$ cat src/rtl/jdd_pkg.sv
// Shared types and constants for the joystick to differential drive mixer.
package jdd_pkg;

    localparam int AXIS_W = 8;
    localparam int MAG_W  = AXIS_W;              // |axis| 0..128 fits unsigned
    localparam int DEN_W  = MAG_W + 1;           // |x|+|y| up to 256
    localparam int PROD_W = 2 * MAG_W;           // m*|axis| up to 16384
    localparam int QUO_W  = MAG_W;               // quotient 0..128
    localparam int DIV_STAGES = QUO_W;           // one quotient bit per stage

    typedef struct packed {
        logic signed [AXIS_W-1:0] x_axis;
        logic signed [AXIS_W-1:0] y_axis;
    } t_joy_req;

    typedef struct packed {
        logic signed [AXIS_W-1:0] left_drive;
        logic signed [AXIS_W-1:0] right_drive;
    } t_drive_res;

    // One divider stage, both axes in lockstep.
    typedef struct packed {
        logic              vld;
        logic              neg_x;
        logic              neg_y;
        logic [DEN_W-1:0]  den;
        logic [PROD_W-1:0] rem_x;
        logic [PROD_W-1:0] rem_y;
        logic [QUO_W-1:0]  quo_x;
        logic [QUO_W-1:0]  quo_y;
    } t_div_stage;

endpackage

$ cat src/rtl/joystick_to_differential_drive.sv
// Arcade drive mixer: joystick (x, y) to left and right motor drive values.
//
// Request channel: drive i_req and raise start; the request is taken at any
// rising edge where start is high and busy is low. busy is always low, so a
// new request can be issued in every cycle.
// Result channel: o_valid pulses for one cycle with o_res holding the left
// and right drive values; results leave in request order.
// Pipeline: one stage for magnitudes, max and divisor, one for the two
// 8x8 products, eight restoring-divider stages (one quotient bit each),
// and one for sign, sum and saturation.
// Throughput is one request per cycle.
// When x is zero the divider sees m = d = 1, so y passes straight through.
// Quotients are truncated toward zero; a drive of +128 saturates to 127.
// Synchronous active-low reset clears all stage valid bits; requests in
// flight are dropped. The receiver cannot stall, so no back-pressure exists.
module joystick_to_differential_drive (
    input  logic               i_clk,
    input  logic               i_rst_n,
    input  logic               start,
    output logic               busy,
    input  jdd_pkg::t_joy_req  i_req,
    output logic               o_valid,
    output jdd_pkg::t_drive_res o_res
);
    import jdd_pkg::*;

    localparam int LATENCY = DIV_STAGES + 3;

    // Stage 1: magnitudes, max, divisor
    logic             r_s1_vld;
    logic             r_s1_neg_x, r_s1_neg_y;
    logic [MAG_W-1:0] r_s1_ax, r_s1_ay, r_s1_m;
    logic [DEN_W-1:0] r_s1_den;

    logic [MAG_W-1:0] n_ax, n_ay, n_m;
    logic [DEN_W-1:0] n_den;
    logic             n_x_zero;

    assign busy = 1'b0;

    always_comb begin
        n_ax = i_req.x_axis[AXIS_W-1] ? MAG_W'(-i_req.x_axis) : MAG_W'(i_req.x_axis);
        n_ay = i_req.y_axis[AXIS_W-1] ? MAG_W'(-i_req.y_axis) : MAG_W'(i_req.y_axis);
        n_x_zero = (i_req.x_axis == '0);
        if (n_x_zero) begin
            n_m   = MAG_W'(1);
            n_den = DEN_W'(1);
        end else begin
            n_m   = (n_ax > n_ay) ? n_ax : n_ay;
            n_den = DEN_W'(n_ax) + DEN_W'(n_ay);
        end
    end

    always_ff @(posedge i_clk) begin
        if (!i_rst_n) begin
            r_s1_vld <= 1'b0;
        end else begin
            r_s1_vld <= start & ~busy;
        end
        r_s1_neg_x <= i_req.x_axis[AXIS_W-1];
        r_s1_neg_y <= i_req.y_axis[AXIS_W-1];
        r_s1_ax    <= n_ax;
        r_s1_ay    <= n_ay;
        r_s1_m     <= n_m;
        r_s1_den   <= n_den;
    end

    // Stage 2 (divider stage 0): products; then one quotient bit per stage
    t_div_stage r_div [0:DIV_STAGES];
    t_div_stage n_div [0:DIV_STAGES];

    // Valid bits are cleared through the next-state path while in reset
    always_comb begin
        n_div[0].vld   = r_s1_vld & i_rst_n;
        n_div[0].neg_x = r_s1_neg_x;
        n_div[0].neg_y = r_s1_neg_y;
        n_div[0].den   = r_s1_den;
        n_div[0].rem_x = PROD_W'(r_s1_m) * PROD_W'(r_s1_ax);
        n_div[0].rem_y = PROD_W'(r_s1_m) * PROD_W'(r_s1_ay);
        n_div[0].quo_x = '0;
        n_div[0].quo_y = '0;
    end

    for (genvar g = 0; g < DIV_STAGES; g++) begin : g_div
        localparam int SH = DIV_STAGES - 1 - g;
        logic [PROD_W-1:0] w_trial;
        logic              w_bx, w_by;

        always_comb begin
            w_trial = PROD_W'(r_div[g].den) << SH;
            w_bx    = (r_div[g].rem_x >= w_trial);
            w_by    = (r_div[g].rem_y >= w_trial);
            n_div[g+1]       = r_div[g];
            n_div[g+1].vld   = r_div[g].vld & i_rst_n;
            n_div[g+1].rem_x = w_bx ? (r_div[g].rem_x - w_trial) : r_div[g].rem_x;
            n_div[g+1].rem_y = w_by ? (r_div[g].rem_y - w_trial) : r_div[g].rem_y;
            n_div[g+1].quo_x = {r_div[g].quo_x[QUO_W-2:0], w_bx};
            n_div[g+1].quo_y = {r_div[g].quo_y[QUO_W-2:0], w_by};
        end
    end

    always_ff @(posedge i_clk) begin
        for (int i = 0; i <= DIV_STAGES; i++) begin
            r_div[i] <= n_div[i];
        end
    end

    // Output stage: restore signs, mix, saturate
    logic signed [QUO_W:0]   w_xs, w_ys;
    logic signed [QUO_W+1:0] w_left, w_right;
    t_drive_res              n_res;

    function automatic logic signed [AXIS_W-1:0] sat8(input logic signed [QUO_W+1:0] v);
        logic signed [QUO_W+1:0] hi, lo;
        hi = (QUO_W+2)'(2**(AXIS_W-1) - 1);
        lo = -(QUO_W+2)'(2**(AXIS_W-1));
        if (v > hi) begin
            sat8 = AXIS_W'(hi);
        end else if (v < lo) begin
            sat8 = AXIS_W'(lo);
        end else begin
            sat8 = AXIS_W'(v);
        end
    endfunction

    always_comb begin
        w_xs = r_div[DIV_STAGES].neg_x ? -$signed({1'b0, r_div[DIV_STAGES].quo_x})
                                       :  $signed({1'b0, r_div[DIV_STAGES].quo_x});
        w_ys = r_div[DIV_STAGES].neg_y ? -$signed({1'b0, r_div[DIV_STAGES].quo_y})
                                       :  $signed({1'b0, r_div[DIV_STAGES].quo_y});
        w_left  = (QUO_W+2)'(w_ys) + (QUO_W+2)'(w_xs);
        w_right = (QUO_W+2)'(w_ys) - (QUO_W+2)'(w_xs);
        n_res.left_drive  = sat8(w_left);
        n_res.right_drive = sat8(w_right);
    end

    t_drive_res r_res;
    logic       r_valid;

    always_ff @(posedge i_clk) begin
        if (!i_rst_n) begin
            r_valid <= 1'b0;
        end else begin
            r_valid <= r_div[DIV_STAGES].vld;
        end
        r_res <= n_res;
    end

    assign o_valid = r_valid;
    assign o_res   = r_res;

    // A result only appears for a request that was taken earlier; the check looks back by LATENCY
    a_valid_has_request: assert property (@(posedge i_clk) disable iff (!i_rst_n)
        o_valid |-> $past(start & ~busy, LATENCY))
        else $error("result without matching request");

    // Zero x passes y straight through to both sides
    a_zero_x_passthru: assert property (@(posedge i_clk) disable iff (!i_rst_n)
        (o_valid && $past(i_req.x_axis, LATENCY) == '0) |->
        (o_res.left_drive == $past(i_req.y_axis, LATENCY) &&
         o_res.right_drive == $past(i_req.y_axis, LATENCY)))
        else $error("zero-x request did not pass y through");

endmodule

$ cat config.mk
export PLATFORM = sky130hd
export DESIGN_NAME = joystick_to_differential_drive
export DESIGN_NICKNAME = d
export VERILOG_FILES = /design/src/rtl/jdd_pkg.sv /design/src/rtl/joystick_to_differential_drive.sv
export SDC_FILE = /design/constraint.sdc
export NUM_CORES = 1
export LEC_CHECK = 0
export ABC_AREA = 0
export BUFFER_PORTS_ARGS = -buffer_cell sky130_fd_sc_hd__buf_4
export CORE_ASPECT_RATIO = 1.1
export CORE_MARGIN = 2
export CORE_UTILIZATION = 60
export CTS_CLUSTER_DIAMETER = 80
export CTS_CLUSTER_SIZE = 8
export DETAILED_ROUTE_END_ITERATION = 8
export PLACE_DENSITY_LB_ADDON = 0.15
export SYNTH_ARGS = -nofsm -noshare
export SYNTH_HDL_FRONTEND = slang
export SYNTH_SLANG_ARGS = --single-unit
$ cat constraint.sdc
create_clock -name i_clk -period 6.4 [get_ports i_clk]
set_clock_uncertainty 0.1 [all_clocks]
set_input_delay 0.64 -clock i_clk [delete_from_list [all_inputs] [get_ports i_clk]]
set_output_delay 0.64 -clock i_clk [all_outputs]
set_load 0.03 [all_outputs]
# == Word-level counts from Yosys, hierarchy flattened ==
# Memories as Yosys holds them, arrays and structs flattened.
# Index checks and enable logic that the tools add are counted.
# totals
elab_cells,90
mem_bits_rw,540
input_bits,19
regBits,53
n_memories,1
out_inout_bits,18
# memory_table
name,words,width,rd,rd_clocked_by_memory_dff,write_ports,line_no,rtl
r_div,9,60,9,0,9,joystick_to_differential_drive.sv:69,t_div_stage r_div [0:DIV_STAGES];
# classes
n_bitwise,9
n_addsub,23
reduce_logical,1
n_mul,2
n_mux,23
order_cmp,21
# op_table
cell,n
two-way mux 16 bit,16
two-way mux 8 bit,5
greater-or-equal comparator 16 x 10 -> 1 bit,2
greater-or-equal comparator 16 x 11 -> 1 bit,2
greater-or-equal comparator 16 x 12 -> 1 bit,2
greater-or-equal comparator 16 x 13 -> 1 bit,2
greater-or-equal comparator 16 x 14 -> 1 bit,2
greater-or-equal comparator 16 x 15 -> 1 bit,2
greater-or-equal comparator 16 bit,2
greater-or-equal comparator 16 x 9 -> 1 bit,2
multiplier 8 x 8 -> 16 bit,2
subtractor 16 x 10 -> 16 bit,2
subtractor 16 x 11 -> 16 bit,2
subtractor 16 x 12 -> 16 bit,2
subtractor 16 x 13 -> 16 bit,2
subtractor 16 x 14 -> 16 bit,2
subtractor 16 x 15 -> 16 bit,2
subtractor 16 bit,2
subtractor 16 x 9 -> 16 bit,2
> comparator 10 x 8 -> 1 bit (second input constant),2
< comparator 10 x 8 -> 1 bit (second input constant),2
two-way mux 9 bit,2
negator 8 -> 9 bit,2
negator 8 bit,2
6 further kinds,14

# == Depth between registers and ports, before layout ==
# Gate-level depths: netlist of the first run.
# An unclocked memory read counts as a cell.
# logic_depth
ltp_word,6
depth_mapped,17

# == Least setup slack after synthesis of the first run ==
# Ideal clock, no wire load.
# synth_timing
path_type,flip-flop to flip-flop
startpoint,reg r_s1_m[0]
endpoint,mem r_div[0][30] in the netlist's numbering
arrival_time_ps,4174
period_less_slack_ps,4346
path_stages_with_launch,15
n_path_buf,1
slack_ps,2054
setup_time_ps,72
cell_sequence,dfxtp_1 > clkbuf_1 > nand2_1 > fa_1 > fa_1 > inv_1 > fa_1 > inv_1 > fa_1 > inv_1 > ha_1 > or4_1 > a41o_1 > o211ai_1 > xnor2_1
# synth_lines
item,line_no,rtl
"start, declared",joystick_to_differential_drive.sv:32,"logic [MAG_W-1:0] r_s1_ax, r_s1_ay, r_s1_m;"
"start signal, assigned",joystick_to_differential_drive.sv:64,r_s1_m <= n_m;
"end, declared",joystick_to_differential_drive.sv:69,

==> run metrics, run 1 <==
top-level I/O count=37; Yosys warnings=0; status=finished clean; Final Hold Fails=0; top post-synthesis cells by area=dfxtp_1 (40%), ha_1 (13%), fa_1 (7.3%); GP Congestion=0.936; dpl cells=about 3000; unrepaired setup endpoints after global routing=false; Tot GR Track Use=24.2%; Initial Utilization=60.6%; f_max=approximately 0.22 GHz; worst path required time=6810 ps; post-CTS sizing=0; Yosys top cell by area=dfxtp_1; chip height=roughly 210 microns; vias in the first global route=17632; core footprint=40100 sq um; Max-slew headroom=between 30% and 40%; number of synthesized flops with an enable pin=0; Yosys cell types=71; HP Class=input port to flip-flop; final routed DRC violation total=0; Synth Cell Area=24300 sq um; Top Usage Layer GRT=met2; Final Max Tran Viols=0; WP data arrival=5060 ps; GRT overflow=0; Setup Buffers After CTS=0; first-pass GRT wire length=82.1 mm; CP max FO=16; vias per cell=5.50; top-area cell type share of the netlist area=39.6%; clk root buf=clkbuf_16; DR iter-0 viols=602; count of non-filler cells in the finished layout=3066; Final ANT Viol Nets=0; multi-input logic area=13500 sq um; Buffers on Ports=35; Register Area=9610 sq um; TNS Setup=0 ps; flops & latches, synth=480; final wirelength=50.2 mm; GR Util met2=a little under half; syn avg cell area=9.81 sq um; crit path time final=around 4600 ps; CTS tree=done; nets=2910; fill count=3100; hold_ws=94.7 ps; pin slew with the least headroom to its limit=1050 ps; CTS Hold Bufs=0; num rows=77; Tcrit/Tclk final=72.6%; antenna violations before repair=0; most common cell in the synthesized netlist=dfxtp_1; sequential fraction of the synthesis area=39.6%; synth cell count leaders=dfxtp_1 (480), inv_1 (264), ha_1 (254); area grow syn2layout=10.8%; worst setup path class=flip-flop to flip-flop; Vias=16872; Mapped Cells=between 2000 and 2500; routed len/inst=roughly 16 microns; Async SR Flop Fraction=0%; Critical Path End Type=flip-flop; CTS Buffer Depth=3; Die W=196 microns; CTS buffer count=between 60 and 70; met1 usage=23.3%; # setup viols final=0; # clock sinks=480; Synth Net Count=about 2800; met3 usage in global routing=3.61%; Reg clk slew, reported paths=50 ps; fraction of layout cells with a size suffix above 1=7.68%; startpoint types=flip-flop; ys flop type=dfxtp_1; Worst-Skew Late Latency=590 ps; largest net degree at the start of global routing=23; Final HPWL DP=38.8 mm; CTS H-Tree Depth=3; Pre-antenna DRT Iters=5; Die Area=42100 sq um; max-cap check violation count=0; antenna cells=0
==> layer usage <==
metal | wire, microns | share of wire (%)
met1 | 18700 | 37
met2 | 27000 | 54
met3 | 1530 | 3.0
met4 | 2990 | 6.0
met5 | 0 | 0
==> cell usage in the layout, fill, tap and decap left out, types with 40 or more instances in the layout <==
cell type and count:
nor2b_1 46, clkbuf_16 69, o21ai_0 100, xnor2_1 98, nand2_1 111, fa_1 89
dfxtp_1 480, mux2_2 54, nor3_1 56, and2_1 117, a21oi_1 122, inv_1 264
xor2_1 59, buf_4 40, ha_1 254, o21a_1 42, nor2_1 181
==> stage by stage <==
stage / worst slack (ps) / util (%) / area, sq um
3_5_place_dp: 1770 / 62.5 / 25100
4_1_cts: 1750 / 67.1 / 26900
6_report: 1750 / 67.1 / 26900
2_1_floorplan: 2050 / - / 24300
5_1_grt: 1500 / 67.1 / 26900
3_3_place_gp: 1870 / 62.5 / 25100
==> critical path, cell delays in order, from the launching register on <==
cell,delay [ps]
dfxtp_1,700
nand2_1,160
fa_1,530
fa_1,500
inv_1,60
fa_1,520
inv_1,50
fa_1,530
inv_1,40
ha_1,240
or4_1,520
a41o_1,270
o211ai_1,200
xnor2_1,140
==> flip-flops by register name, indices dropped and copies added, names as in the netlist <==
signal / cells
o_valid: 1
r_s1_den: 9
r_s1_ay: 8
o_res: 16
r_s1_neg_y: 1
r_s1_neg_x: 1
r_s1_ax: 8
r_div: 427
r_s1_vld: 1
r_s1_m: 8
==> area by class of cell <==
type,count,share of cell area [%]
multi-input cells,1693,50.3
flip-flops and latches,480,35.7
clock buffers,69,6.42
inverters,264,3.68
well taps,513,2.39
repair buffers,40,1.12
clock inverters,7,0.368
==> logic make-up (layout without fill, tap and decap cells) <==
kind of cell / after synthesis / after routing / synth area share (%)
simple gates: 675 / 675 / 14.5
flops: 480 / 480 / 39.6
compound gates: 445 / 445 / 11.9
fa+ha+maj: 343 / 343 / 20.4
buf+inv: 302 / 380 / 4.69
xor+xnor: 157 / 157 / 5.67
mux: 72 / 72 / 3.25
other cells: 1 / 1 / 0.0154
==> final timing paths <==
| check | slack, ps | depth (start not counted) | start | to |
|---|---|---|---|---|
| min reg2reg | 210 | 0 | r_div[0][360] | r_div[0][421] |
| max | 1750 | 13 | r_s1_m[3] | r_div[0][30] |
| max reg2reg | 1750 | 13 | r_s1_m[3] | r_div[0][30] |
| min | 90 | 1 | i_req[8] | r_s1_ax[0] |
Power of run 1 is not shown: default switching activity piles up to over one toggle a cycle in this logic, so the estimate is an artifact.
==> run 2, diff against run 1 <==
CORE_UTILIZATION = 57   (was 60)
clock period = 4.05 ns   (was 6.4 ns; I/O delays follow)
==> run 2 against run 1 <==
Effect of this change:
- fmax grew 14%
- largest cell class unchanged
- global-route usage shrank 0.23 points
- highest routed layer unchanged
- register-to-register slack got worse by 1800 ps
- core utilization decreased by 0.85 points
- design area increased by 4.0%
- worst setup slack worse by 1800 ps
- critical path type unchanged
- the flow now finishes with violations (negative setup slack)
==> run metrics, run 2 (synthesis gave the netlist of run 1 again) <==
f_max=0.244 GHz (+14%); unrepaired setup endpoints after global routing=true; routed len/inst=16.4 microns (+0.29%); antenna cells=0 (unchanged); Worst path slowest cell=or4_4; Die Area=44300 sq um (+5.2%); CTS H-Tree Depth=3 (unchanged); pin slew with the least headroom to its limit=859 ps (-186 ps); core footprint=42200 sq um (+5.3%); DR iter-0 viols=563 (-6.5%); Tcrit/Tclk final=101% (+28 points); fill count=3299 (+6.4%); startpoint types=flip-flop; Finished Core Util=66.2% (-0.85 points); Crit path top cell by count=fa_1; Top reg by flops=r_div; Final Max Tran Viols=0 (unchanged); Vias=17178 (+1.8%); Max-slew headroom=42.1% (+12 points); CP max FO=7 (-9); clk root buf=clkbuf_16; max-cap check violation count=0 (unchanged); CTS tree=done; GP Congestion=0.949 (+1.3%); Top Usage Layer GRT=met2; max incr delay on CP=540 ps (-160 ps); Critical Path End Type=flip-flop; Final HPWL DP=40.9 mm (+5.2%); GRT overflow=0 (unchanged); largest net degree at the start of global routing=20 (-13%); vias in the first global route=17943 (+1.8%); CTS Buffer Depth=3 (unchanged); worst setup path class=flip-flop to flip-flop; chip height=220 microns (+2.5%); GR Util met2=48.4% (+1.0 points); fraction of layout cells with a size suffix above 1=13.0% (+5.3 points); Buffers on Ports=35 (unchanged); HP Class=input port to flip-flop; vias per cell=5.36 (-2.7%); status=finished with violations; max FFs per register=427 (unchanged); Final ANT Viol Nets=0 (unchanged); Final Hold Fails=0 (unchanged); commonest non-fill, non-tap cell in the layout=dfxtp_1; CTS buffer count=69 (unchanged); worst path required time=4420 ps (-2390 ps); area grow syn2layout=15.2%; Final WS setup=-45.3 ps (-1800 ps); num rows=79 (+2.6%); nets=2998 (+3.0%); count of non-filler cells in the finished layout=3207 (+4.6%); Tot GR Track Use=24.0% (-0.23 points); first-pass GRT wire length=85.0 mm (+3.5%); Worst-Skew Late Latency=580 ps (about the same); most frequent cells in the layout=dfxtp_1 (465), inv_1 (254), ha_1 (240), nor2_1 (179), a21oi_1 (120); Initial Utilization=57.5% (-3.1 points); Pre-antenna DRT Iters=6 (+1); met1 usage=22.3% (-0.97 points); final routed DRC violation total=0 (unchanged); Reg clk slew, reported paths=50 ps (about the same); # setup viols final=3 (+3); worst reg-to-reg path cell count=14 (+1); antenna violations before repair=0 (unchanged); WP data arrival=4460 ps (-600 ps); worst hold stages=2 (+1); crit path time final=4100 ps (-554 ps); failing checks=negative setup slack; dpl cells=3109 (+4.0%); top-level I/O count=37 (unchanged); # clock sinks=480 (unchanged); final wirelength=52.6 mm (+4.9%); Die W=201 microns (+2.5%); worst path cell trace=buf_6 > nand2_2 > fa_1 > fa_1 > inv_1 > fa_1 > inv_1 > fa_1 > inv_2 > ha_4 > or4_4 > a41o_1 > o211ai_1 > xnor2_1; met3 usage in global routing=3.77% (+0.16 points)
-- run 2: final cells by class --
class                           count  area, sq um  area share, %
Clock inverter                      4         50.0          0.179
Clock buffer                       71         1780           6.35
Tap cell                          567          709           2.54
Sequential cell                   480         9640           34.5
Inverter                          264          991           3.54
Multi-Input combinational cell   1693        13800           49.3
Timing Repair Buffer              128         1010           3.62
-- run 2: worst paths after layout --
kind	startpoint	slack, ps	endpoint
setup / recovery	r_s1_m[1]	-50	r_div[0][30]
hold / removal	i_req[5]	20	r_s1_ay[5]
setup reg to reg	r_s1_m[1]	-50	r_div[0][30]
hold reg to reg	r_div[0][250]	210	r_div[0][311]
-- run 2: worst max-delay path, delay by kind of cell (launching register included) --
family / cells / cell delay [ps]
simple gates: 2 / 590
xor+xnor: 1 / 90
fa+ha+maj: 5 / 2070
buf+inv: 4 / 300
compound gates: 2 / 410
flops: 1 / 410
-- run 2: metrics by stage --
stage               hold WS (ps)  setup WS (ps)  TNS (ps)  instance area [sq um]
floorplan                    210          -25.1     -25.1                  24400
global placement             210           -212     -1240                  25700
detailed placement           212           -288     -1900                  25700
CTS                         1.88          -87.6      -277                  27800
global route                22.3           -213     -1310                  28000
finish                      20.3          -45.3     -72.1                  28000
-- run 2: metal layers --
layer	wire, microns	vias up
met2	28500	342
li1	-	8688
met5	0	-
met1	19200	7979
met4	3300	0
met3	1650	169
-- run 2: timing repair --
action | CTS | global route
pin swaps | 60 | 27
buffers inserted | 11 | 5
hold endpoints to repair | 16 | 0
endpoints found under the setup margin | 11 | 12
gates cloned | 0 | 0
gates resized for setup | 54 | 26
hold buffers | 7 | 0
Power of run 2 is left out for the same reason.
==> run 3, diff against run 2 <==
REMOVE_ABC_BUFFERS = 1   (was default)
==> run 3 against run 2 <==
Effect of this change:
- the flow still finishes with violations (negative setup slack)
- worst setup slack worse by 25 ps
- fmax is 0.60% lower
- via count is 0.39% higher
- final cell count is 0.41% higher
- critical path depth stayed put
- first-iteration DRC count is 6.0% higher
- global-route usage hardly changed
- worst hold slack better by 40 ps
- sequential share of layout area is 0.23 points lower
- design area is 0.65% higher
- die area stayed put
- largest cell class unchanged
==> run metrics, run 3 (synthesis gave the netlist of run 1 again) <==
CTS tree=done; worst path cell trace=buf_6 > buf_4 > and2_4 > fa_2 > fa_1 > fa_1 > inv_1 > fa_1 > inv_2 > ha_4 > or4_4 > a41o_1 > o211ai_1 > xnor2_1; first-pass GRT wire length=85.1 mm (+0.19%); Final WS setup=-70.1 ps (-24.8 ps); area grow syn2layout=15.9%; max-cap check violation count=0 (unchanged); largest net degree at the start of global routing=21 (+5.0%); Vias=17245 (+0.39%); routed len/inst=16.3 microns (-0.67%); DP Area=25700 sq um (+0.13%); status=finished with violations; dpl cells=3118 (+0.29%); WP data arrival=4510 ps (+50 ps); max incr delay on CP=540 ps (about the same); DR iter-0 viols=597 (+6.0%); vias in the first global route=17986 (+0.24%); vias per cell=5.36 (about the same); unrepaired setup endpoints after global routing=true; Die Area=44300 sq um (unchanged); Tcrit/Tclk final=102% (+0.61 points); count of non-filler cells in the finished layout=3220 (+0.41%); Worst-Skew Late Latency=580 ps (about the same); CP max FO=4 (-3); hold_ws=60.7 ps (+40.4 ps); Final ANT Viol Nets=0 (unchanged); TNS Setup=-70.1 ps (+1.93 ps); fill count=3337 (+1.2%); core footprint=42200 sq um (unchanged); Hold Crit Start=i_req[6]; HP Class=input port to flip-flop; Tot GR Track Use=24.0% (+0.028 points); CTS Buffer Depth=3 (unchanged); Max-slew headroom=45.9% (+3.8 points); worst setup path class=flip-flop to flip-flop; r2r setup slk=-70 ps (-20 ps); Reg2Reg Launch Point=r_s1_m[4]; chip height=220 microns (unchanged); Final Max Tran Viols=0 (unchanged); final instance area=28100 sq um (+0.65%); worst path required time=4440 ps (+20 ps); Die W=201 microns (unchanged); final wirelength=52.5 mm (-0.27%); CTS H-Tree Depth=3 (unchanged); worst reg-to-reg path cell count=14 (unchanged); startpoint types=flip-flop; num rows=79 (unchanged); # clock sinks=480 (unchanged); Critical Path End Type=flip-flop; final routed DRC violation total=0 (unchanged); Setup crit end=r_div[0][30]; top-level I/O count=37 (unchanged); Worst setup startpoint=r_s1_m[4]; failing checks=negative setup slack; clk root buf=clkbuf_16; antenna cells=0 (unchanged); pin slew with the least headroom to its limit=806 ps (-53.2 ps); Initial Utilization=57.5% (unchanged); fraction of layout cells with a size suffix above 1=13.8% (+0.84 points); Final Hold Fails=0 (unchanged); commonest non-fill, non-tap cell in the layout=dfxtp_1; reg2reg end=r_div[0][30]; GRT overflow=0 (unchanged); max FFs per register=427 (unchanged); Pre-antenna DRT Iters=5 (-1); f_max=0.243 GHz (-0.60%); GP Congestion=0.912 (-3.9%); crit path time final=4120 ps (+24.8 ps); antenna violations before repair=0 (unchanged); Top reg by flops=r_div; nets=3009 (+0.37%); most frequent cells in the layout=dfxtp_1 (468), inv_1 (250), ha_1 (242), nor2_1 (180), a21oi_1 (120); Final HPWL DP=41.3 mm (+1.1%); Buffers on Ports=35 (unchanged); # setup viols final=1 (-2); CTS buffer count=70 (+1.4%); Worst path slowest cell=fa_1; Reg clk slew, reported paths=50 ps (about the same); Crit path top cell by count=fa_1
[run 3: per-layer routing]
metal	GRT usage, %	part of all wire, %	wire length [microns]
met5	0	0	0
met2	48.7	54	28500
met1	22.5	36	19100
met3	3.18	2.7	1410
met4	15.9	6.5	3400
[run 3: cell type report]
| class | instances | area (sq um) | area share [%] |
|---|---|---|---|
| Inverter | 264 | 991 | 3.52 |
| Timing Repair Buffer | 138 | 1130 | 4.01 |
| Clock buffer | 72 | 1800 | 6.40 |
| Tap cell | 567 | 709 | 2.52 |
| Clock inverter | 6 | 55.1 | 0.196 |
| Multi-Input combinational cell | 1693 | 13800 | 49.1 |
| Sequential cell | 480 | 9640 | 34.3 |
[run 3: critical path: cells and delay by family (launching register included)]
kind,cells,cell delay [ps]
adder cells (fa/ha/maj),5,2020
AND/OR/NAND/NOR,2,650
XOR/XNOR,1,140
buffers and inverters,4,350
AO/OA/AOI/OAI,2,460
flip-flops,1,330
[run 3: per-stage QoR]
step	setup WS (ps)	utilization, %
final	-70.1	66.7
after global routing	-184	66.7
after CTS	-78.1	66.4
after detailed placement	-397	60.9
after global placement	-371	60.9
after floorplan	-188	-
[run 3: how the worst min path moves through the flow]
stage,end,slack [ps],cells past startpoint
3_5_place_dp,r_div[0][121],210,0
2_1_floorplan,r_div[0][117],210,0
6_report,r_s1_ay[6],60,2
3_3_place_gp,r_div[0][242],210,0
4_1_cts,r_s1_ax[5],10,2
5_1_grt,r_s1_ay[7],50,3
[run 3: what timing repair did]
item,4_1_cts,5_1_grt
hold endpoints to repair,17,0
hold buffers,9,0
endpoints found under the setup margin,13,15
gates resized for setup,77,40
pin swaps,65,63
setup buffers,13,2
Power of run 3 is left out for the same reason.
